--- src/sira_pkg.sv ---
// Package of the signed integer to ASCII radix unit.
// Holds widths, character codes, the state type and the digit helpers.
// Depends on nothing; every other file of the block imports it.
package sira_pkg;

  // Width of the signed input value.
  localparam int unsigned VALUE_BITS = 32;
  // Counter width that can hold VALUE_BITS itself.
  localparam int unsigned CNT_W      = $clog2(VALUE_BITS + 1);
  localparam int unsigned RADIX_W    = 6;
  localparam int unsigned DIGIT_W    = 6;
  localparam int unsigned CHAR_W     = 7;
  // Packed stream widths, rounded up to whole bytes.
  localparam int unsigned S_DATA_W   = ((VALUE_BITS + RADIX_W + 7) / 8) * 8;
  localparam int unsigned M_DATA_W   = ((CHAR_W + 7) / 8) * 8;

  localparam logic [RADIX_W-1:0] RADIX_MIN    = RADIX_W'(2);
  localparam logic [RADIX_W-1:0] RADIX_MAX    = RADIX_W'(36);
  localparam logic [DIGIT_W-1:0] DEC_BASE     = DIGIT_W'(10);
  localparam logic [CHAR_W-1:0]  CHAR_ZERO    = 7'h30;
  localparam logic [CHAR_W-1:0]  CHAR_UPPER_A = 7'h41;
  localparam logic [CHAR_W-1:0]  CHAR_MINUS   = 7'h2D;

  // Sequencer states of the top level.
  typedef enum logic [2:0] {
    ST_IDLE = 3'b001,
    ST_DIV  = 3'b010,
    ST_EMIT = 3'b100
  } state_e;

  // Status from the serial divider to the sequencer.
  typedef struct packed {
    logic done;     // one-cycle pulse: quotient and remainder are final
    logic quot_nz;  // the final quotient is not zero
  } div_stat_t;

  // Clamp a radix into the range 2..36.
  function automatic logic [RADIX_W-1:0] sat_radix(input logic [RADIX_W-1:0] r);
    logic [RADIX_W-1:0] res;
    res = r;
    if (r < RADIX_MIN) res = RADIX_MIN;
    if (r > RADIX_MAX) res = RADIX_MAX;
    return res;
  endfunction

  // ASCII code of one digit value 0..35.
  function automatic logic [CHAR_W-1:0] digit_char(input logic [DIGIT_W-1:0] d);
    logic [CHAR_W-1:0] res;
    if (d < DEC_BASE) begin
      res = CHAR_ZERO + CHAR_W'(d);
    end else begin
      res = CHAR_UPPER_A + CHAR_W'(d - DEC_BASE);
    end
    return res;
  endfunction

endpackage

--- src/sira_serial_div.sv ---
// Bit-serial restoring divider: one quotient bit per cycle.
// Divides a VALUE_BITS magnitude by a radix of up to six bits.
// Depends on sira_pkg.
module sira_serial_div
  import sira_pkg::*;
(
  input  logic                  clk_i,
  input  logic                  rst_ni,
  input  logic                  start_i,
  input  logic [VALUE_BITS-1:0] dividend_i,
  input  logic [RADIX_W-1:0]    divisor_i,
  output logic [VALUE_BITS-1:0] quot_o,
  output logic [DIGIT_W-1:0]    rem_o,
  output div_stat_t             stat_o
);

  logic [VALUE_BITS-1:0] quot_q, quot_d;
  logic [DIGIT_W-1:0]    rem_q, rem_d;
  logic [RADIX_W-1:0]    dvsr_q, dvsr_d;
  logic [CNT_W-1:0]      step_q, step_d;
  logic                  done_q, done_d;
  logic                  nz_q, nz_d;
  logic [DIGIT_W:0]      trial;
  logic [DIGIT_W:0]      diff;
  logic                  qbit;

  // One restoring step: shift the next dividend bit into the remainder.
  always_comb begin
    trial = {rem_q, quot_q[VALUE_BITS-1]};
    diff  = trial - {1'b0, dvsr_q};
    qbit  = (trial >= {1'b0, dvsr_q});
  end

  // Load on start, then step until the counter runs out.
  always_comb begin
    quot_d = quot_q;
    rem_d  = rem_q;
    dvsr_d = dvsr_q;
    step_d = step_q;
    nz_d   = nz_q;
    done_d = 1'b0;
    if (start_i) begin
      quot_d = dividend_i;
      rem_d  = '0;
      dvsr_d = divisor_i;
      step_d = CNT_W'(VALUE_BITS);
      nz_d   = 1'b0;
    end else if (step_q != '0) begin
      quot_d = {quot_q[VALUE_BITS-2:0], qbit};
      rem_d  = qbit ? diff[DIGIT_W-1:0] : trial[DIGIT_W-1:0];
      step_d = step_q - CNT_W'(1);
      nz_d   = nz_q | qbit;
      done_d = (step_q == CNT_W'(1));
    end
  end

  // Control state under reset.
  always_ff @(posedge clk_i or negedge rst_ni) begin
    if (!rst_ni) begin
      step_q <= '0;
      done_q <= 1'b0;
      nz_q   <= 1'b0;
    end else begin
      step_q <= step_d;
      done_q <= done_d;
      nz_q   <= nz_d;
    end
  end

  // Datapath registers.
  always_ff @(posedge clk_i) begin
    quot_q <= quot_d;
    rem_q  <= rem_d;
    dvsr_q <= dvsr_d;
  end

  assign quot_o         = quot_q;
  assign rem_o          = rem_q;
  assign stat_o.done    = done_q;
  assign stat_o.quot_nz = nz_q;

endmodule

--- src/sira_digit_stack.sv ---
// Last-in first-out digit store built as a shift line.
// Push shifts toward the deep end, pop shifts back toward the head.
// Depends on sira_pkg.
module sira_digit_stack
  import sira_pkg::*;
(
  input  logic               clk_i,
  input  logic               push_i,
  input  logic               pop_i,
  input  logic [DIGIT_W-1:0] digit_i,
  output logic [DIGIT_W-1:0] head_o
);

  logic [DIGIT_W-1:0] ent_q [VALUE_BITS];
  logic [DIGIT_W-1:0] ent_d [VALUE_BITS];

  // Push and pop shift the entries; entry 0 takes a pushed digit.
  always_comb begin
    for (int i = 0; i < VALUE_BITS; i++) begin
      ent_d[i] = ent_q[i];
      if (push_i) begin
        ent_d[i] = (i == 0) ? digit_i : ent_q[(i == 0) ? 0 : i - 1];
      end else if (pop_i) begin
        ent_d[i] = (i == VALUE_BITS - 1) ? ent_q[i]
                                          : ent_q[(i == VALUE_BITS - 1) ? i : i + 1];
      end
    end
  end

  always_ff @(posedge clk_i) begin
    ent_q <= ent_d;
  end

  assign head_o = ent_q[0];

endmodule

--- src/signed_integer_to_ascii_radix_unit.sv ---
// Top level of the signed integer to ASCII radix unit.
// Instantiates sira_serial_div and sira_digit_stack; depends on sira_pkg.
//
// Usage:
//   The slave stream takes one signed value and a radix per transaction
//   (tdata: value in bits 31:0, radix in bits 37:32). The master stream gives
//   the text one ASCII character per transaction, most significant first,
//   with a leading '-' for negative values; tlast marks the final character.
//   Radix values outside 2..36 are clamped into that range.
// Timing:
//   Each digit costs one serial division (one quotient bit per cycle in the
//   divider) and the push of its remainder. The first character is offered
//   once the last remainder is pushed, then one character per cycle while the
//   receiver takes them. At most 32 digits are produced, plus a minus sign.
//   The block takes one item at a time; tready rises again once the final
//   character is loaded into the output register.
// Reset and stalls:
//   Reset empties the output register and returns to idle. When the receiver
//   stalls, the output register holds its character and the emission waits.
module signed_integer_to_ascii_radix_unit
  import sira_pkg::*;
(
  input  logic                clk_i,
  input  logic                rst_ni,
  input  logic                s_axis_tvalid_i,
  output logic                s_axis_tready_o,
  input  logic [S_DATA_W-1:0] s_axis_tdata_i,   // value, radix, zero fill
  output logic                m_axis_tvalid_o,
  input  logic                m_axis_tready_i,
  output logic [M_DATA_W-1:0] m_axis_tdata_o,   // character, zero fill
  output logic                m_axis_tlast_o
);

  state_e                state_q, state_d;
  logic                  neg_q, neg_d;
  logic [RADIX_W-1:0]    radix_q, radix_d;
  logic [CNT_W-1:0]      cnt_q, cnt_d;
  logic                  mvalid_q, mvalid_d;
  logic [CHAR_W-1:0]     mchar_q, mchar_d;
  logic                  mlast_q, mlast_d;

  logic                  in_acc;
  logic [VALUE_BITS-1:0] in_val;
  logic [RADIX_W-1:0]    in_radix;
  logic [VALUE_BITS-1:0] in_mag;
  logic                  out_free;

  logic                  div_start;
  logic [VALUE_BITS-1:0] div_dividend;
  logic [RADIX_W-1:0]    div_divisor;
  logic [VALUE_BITS-1:0] div_quot;
  logic [DIGIT_W-1:0]    div_rem;
  div_stat_t             div_stat;
  logic                  stk_push;
  logic                  stk_pop;
  logic [DIGIT_W-1:0]    stk_head;

  // Unpack the input and form the magnitude.
  assign in_val   = s_axis_tdata_i[VALUE_BITS-1:0];
  assign in_radix = sat_radix(s_axis_tdata_i[VALUE_BITS +: RADIX_W]);
  assign in_mag   = in_val[VALUE_BITS-1] ? (~in_val + VALUE_BITS'(1)) : in_val;

  assign s_axis_tready_o = (state_q == ST_IDLE);
  assign in_acc          = s_axis_tvalid_i && s_axis_tready_o;
  assign out_free        = !mvalid_q || m_axis_tready_i;

  // Sequencer: divide repeatedly, then emit sign and digits.
  always_comb begin
    state_d      = state_q;
    neg_d        = neg_q;
    radix_d      = radix_q;
    cnt_d        = cnt_q;
    mvalid_d     = mvalid_q && !m_axis_tready_i;
    mchar_d      = mchar_q;
    mlast_d      = mlast_q;
    div_start    = 1'b0;
    div_dividend = div_quot;
    div_divisor  = radix_q;
    stk_push     = 1'b0;
    stk_pop      = 1'b0;
    unique case (state_q)
      ST_IDLE: begin
        if (in_acc) begin
          div_start    = 1'b1;
          div_dividend = in_mag;
          div_divisor  = in_radix;
          radix_d      = in_radix;
          neg_d        = in_val[VALUE_BITS-1];
          cnt_d        = '0;
          state_d      = ST_DIV;
        end
      end
      ST_DIV: begin
        if (div_stat.done) begin
          stk_push = 1'b1;
          cnt_d    = cnt_q + CNT_W'(1);
          if (div_stat.quot_nz) begin
            div_start = 1'b1;
          end else begin
            state_d = ST_EMIT;
          end
        end
      end
      ST_EMIT: begin
        if (out_free) begin
          mvalid_d = 1'b1;
          if (neg_q) begin
            mchar_d = CHAR_MINUS;
            mlast_d = 1'b0;
            neg_d   = 1'b0;
          end else begin
            mchar_d = digit_char(stk_head);
            mlast_d = (cnt_q == CNT_W'(1));
            stk_pop = 1'b1;
            cnt_d   = cnt_q - CNT_W'(1);
            if (cnt_q == CNT_W'(1)) begin
              state_d = ST_IDLE;
            end
          end
        end
      end
      default: begin
        state_d = ST_IDLE;
      end
    endcase
  end

  // Control state under reset.
  always_ff @(posedge clk_i or negedge rst_ni) begin
    if (!rst_ni) begin
      state_q  <= ST_IDLE;
      mvalid_q <= 1'b0;
      neg_q    <= 1'b0;
      cnt_q    <= '0;
    end else begin
      state_q  <= state_d;
      mvalid_q <= mvalid_d;
      neg_q    <= neg_d;
      cnt_q    <= cnt_d;
    end
  end

  // Payload registers.
  always_ff @(posedge clk_i) begin
    radix_q <= radix_d;
    mchar_q <= mchar_d;
    mlast_q <= mlast_d;
  end

  sira_serial_div u_div (
    .clk_i      (clk_i),
    .rst_ni     (rst_ni),
    .start_i    (div_start),
    .dividend_i (div_dividend),
    .divisor_i  (div_divisor),
    .quot_o     (div_quot),
    .rem_o      (div_rem),
    .stat_o     (div_stat)
  );

  sira_digit_stack u_stack (
    .clk_i   (clk_i),
    .push_i  (stk_push),
    .pop_i   (stk_pop),
    .digit_i (div_rem),
    .head_o  (stk_head)
  );

  assign m_axis_tvalid_o = mvalid_q;
  assign m_axis_tdata_o  = M_DATA_W'(mchar_q);
  assign m_axis_tlast_o  = mlast_q;

endmodule

--- config.mk ---
export PLATFORM = sky130hd
export DESIGN_NAME = signed_integer_to_ascii_radix_unit
export DESIGN_NICKNAME = d
export VERILOG_FILES = /design/src/sira_pkg.sv /design/src/sira_serial_div.sv /design/src/sira_digit_stack.sv /design/src/signed_integer_to_ascii_radix_unit.sv
export SDC_FILE = /design/constraint.sdc
export NUM_CORES = 1
export LEC_CHECK = 0
export BUFFER_PORTS_ARGS = -buffer_cell sky130_fd_sc_hd__buf_2
export CAP_MARGIN = 30
export CORE_MARGIN = 2
export CORE_UTILIZATION = 62
export DETAILED_ROUTE_END_ITERATION = 6
export PLACE_DENSITY = 0.89
export SLEW_MARGIN = 10
export SYNTH_ARGS = -nofsm -noshare
export SYNTH_HDL_FRONTEND = slang
export SYNTH_SLANG_ARGS = --single-unit
--- constraint.sdc ---
create_clock -name clk_i -period 19.11 [get_ports clk_i]
set_input_delay 0.9555 -clock clk_i [delete_from_list [all_inputs] [get_ports clk_i]]
set_output_delay 0.9555 -clock clk_i [all_outputs]
set_load 0.05 [all_outputs]
==> metrics.csv <==
stage,metric,value,unit
status,status,"complete, no violations",
worst_setup_path,path_class,register to register,
worst_setup_path,crit_arrival,3900,ps
worst_setup_path,end_kind,register,
worst_setup_path,required,19360,ps
placement,dpl_cell_area,0.0130,mm^2
die,dieArea,0.0215,mm^2
sta,period_share,0.191,
die,core-area,0.0201,mm^2
global_route,grt_util_all_layers,0.221,
route,routed-via-count,8975,
cts,worstSkewPairLatency,540,ps
worst_setup_path,cp-endpoint,u_div.quot_o[24],
sta,slew_viol_final,0,
cts,cts_setup_buffers,0,
worst_setup_path,path_depth,10,
sta,setup_slack,15460,ps
sta,rsz0062_at_grt,false,
die,die_h,147,um
sta,fmax,0.274,GHz
route,drt_pass1_iterations,6,
cts,clock_path_buffers,3,
yosys,synth-edff-count,238,
route,routed_wl,24.2,mm
sta,max_slew_margin,0.294,
sta,min_period,3650,ps
cells_and_area,layout_commonest_cell,nand2_1,
yosys,synth_nets,1337,
worst_setup_path,crit_path_frequent_cell,nand2_1,
worst_setup_path,timing.rr.end,u_div.quot_o[24],
power_and_ir_drop,p_per_area,121,mW/mm^2
global_route,grt_pass1_vias,8461,
worst_setup_path,crit_chain,nor3b_4 -> nand2_4 -> buf_16 -> inv_4 -> buf_4 -> buf_16 -> nand2_1 -> nand2_1 -> nand2_1 -> buf_4,
cells_and_area,diodes,0,
yosys,ys.flop_type,edfxtp_1,
cts,clk_pin_slew,60,ps
worst_setup_path,path_delay_family,buffers and inverters,
power_and_ir_drop,leakage,5.87,nW
route,antenna_left,0,
global_route,antenna_found_initial,0,
global_route,overflow,0,
sta,fin_tns_setup,0,ps
flow_run,maxCapViolations,0,
cts,cts_tree,done,
worst_setup_path,critPathSlowestCell,inv_4,
yosys,synth-warning-count,0,
die,start_util,0.629,
power_and_ir_drop,finalPower,1.71,mW
cts,h-tree-depth,1,
yosys,ys_types,67,
die,die_width,147,um
global_route,grt_first_pass_wirelength,39.6,mm
global_route,grt_max_degree,187,
worst_setup_path,regToRegSetupSlack,15460,ps
die,top_level_ports,55,
worst_setup_path,critical_path_buf_inv_count,5,
power_and_ir_drop,ir_drop,0.0000684,V
cells_and_area,drive_above_1_share,0.0983,
cts,numCtsBuffers,28,
worst_setup_path,worstSetupStartpoint,state_q[1],
cts,cts-root-buf,clkbuf_16,
cts,clock_sinks,269,
placement,post-place-ws,14790,ps
cells_and_area,fill_cells,1298,
worst_setup_path,timing.critical_path.slowest_cell_delay,620,ps
cells_and_area,fin_area,0.0141,mm^2
yosys,avgSynthCellArea,9.90,um^2
sta,fin_skew,10.6,ps
yosys,ys_seq_area_frac,0.622,
yosys,syn-instance-count,1276,
placement,hpwl,13.5,mm
cells_and_area,area_delta_synth_final,11.8,%
worst_hold_path,hold_path.class,input port to asynchronous set/reset pin,
cts,hold_buffers,0,
route,wire_per_inst,15.2,um
route,drtIter0Drc,960,
route,route.detailed.drc,0,
yosys,yosys_register_bits,269,
die,rows,52,
worst_setup_path,start_kind,register,
yosys,synthArstFlopShare,0.0706,
worst_setup_path,path_max_fanout,94,
cts,cts_resized,0,
cells_and_area,finalNetCount,1361,
worst_setup_path,timing.rr.start,state_q[1],
sta,worstMarginPinSlew,1060,ps
worst_setup_path,ff2ff_path_depth,10,
cells_and_area,layout_common_cells,"621 x nand2_1, 238 x edfxtp_1, 51 x buf_2",
placement,io_buffers,51,
placement,gp_congestion,0.817,
sta,hold_viol_final,0,
yosys,syn_area,0.0126,mm^2
sta,finalSetupViolations,0,
route,viasPerCell,5.64,
## registers in the layout (all words and copies together) (netlist names)
register / cells
u_stack.ent_q: 186
neg_q: 1
u_div.dvsr_q: 6
state_q: 3
u_stack.head_o: 6
m_axis_tlast_o: 1
radix_q: 6
u_div.rem_o: 6
mchar_q: 7
u_div.done_q: 1
cnt_q: 6
u_div.nz_q: 1
u_div.quot_o: 32
u_div.step_q: 6
m_axis_tvalid_o: 1
## synth_stat cells, types with 4 or more instances
cell,number,area (um^2)
nor3_1,10,50.1
nor4_1,6,37.5
nand2_1,622,2330
xnor2_1,8,70.1
nand4_1,5,31.3
ha_1,16,200
clkbuf_1,40,150
nor3b_1,4,30.0
inv_1,23,86.3
a211oi_1,6,45.0
o21ai_1,7,35.0
mux2i_1,6,60.1
dfxtp_1,12,240
nand3_1,16,80.1
a21oi_1,19,95.1
or3_1,7,43.8
nand2b_1,8,50.1
o21ai_0,48,240
dfrtp_1,18,450
nor2_1,36,135
edfxtp_1,238,7150
xor2_1,29,254
o31ai_1,6,45.0
buf_2,19,95.1
## layer usage
layer,vias up,GRT usage,share of wire
met5,-,0,0
met3,62,0.0304,0.049
met4,0,0.0733,0.026
met2,299,0.374,0.50
met1,4275,0.298,0.43
li1,4339,-,-
## through the flow
stage	hold slack (ps)	std cells	utilization
after detailed placement	434	1537	0.648
after global placement	424	1537	0.648
after floorplan	408	1276	-
after CTS	352	1589	0.699
after global routing	376	1592	0.703
final	345	1592	0.703
## power by group
part	switching, mW	internal, mW
logic	0.200	0.121
registers	0.0522	0.743
clock network	0.231	0.363
total	0.484	1.23
## layout make-up
cell class	instances	area, um^2	share of cell area
Multi-Input combinational cell	918	4430	0.313
Timing Repair Buffer	58	373	0.0264
Clock inverter	21	284	0.0201
Tap cell	270	338	0.0239
Inverter	25	96.3	0.00682
Sequential cell	269	7860	0.557
Clock buffer	31	743	0.0526
## worst min path at each step
| stage | from | end | slack [ps] |
|---|---|---|---|
| after global routing | rst_ni | u_div.step_q[1] | 380 |
| after floorplan | radix_q[0] | radix_q[0] | 410 |
| after detailed placement | u_stack.ent_q[11] | u_stack.ent_q[5] | 430 |
| final | rst_ni | u_div.step_q[1] | 350 |
| after CTS | rst_ni | u_div.step_q[1] | 350 |
| after global placement | radix_q[0] | radix_q[0] | 420 |
## cells by family (layout without fill, tap and decap cells)
kind of cell             count (synthesis)  in the layout  share of synthesized area
other                                    1              1                   0.000297
flip-flops                             269            269                      0.622
adder cells (fa/ha/maj)                 18             18                     0.0182
AND/OR/NAND/NOR                        736            736                      0.238
XOR/XNOR                                37             37                     0.0256
buffers and inverters                   89            135                     0.0292
AO/OA/AOI/OAI                          118            118                     0.0596
multiplexers                             8              8                    0.00653
Power figures use the tool's default switching activity.
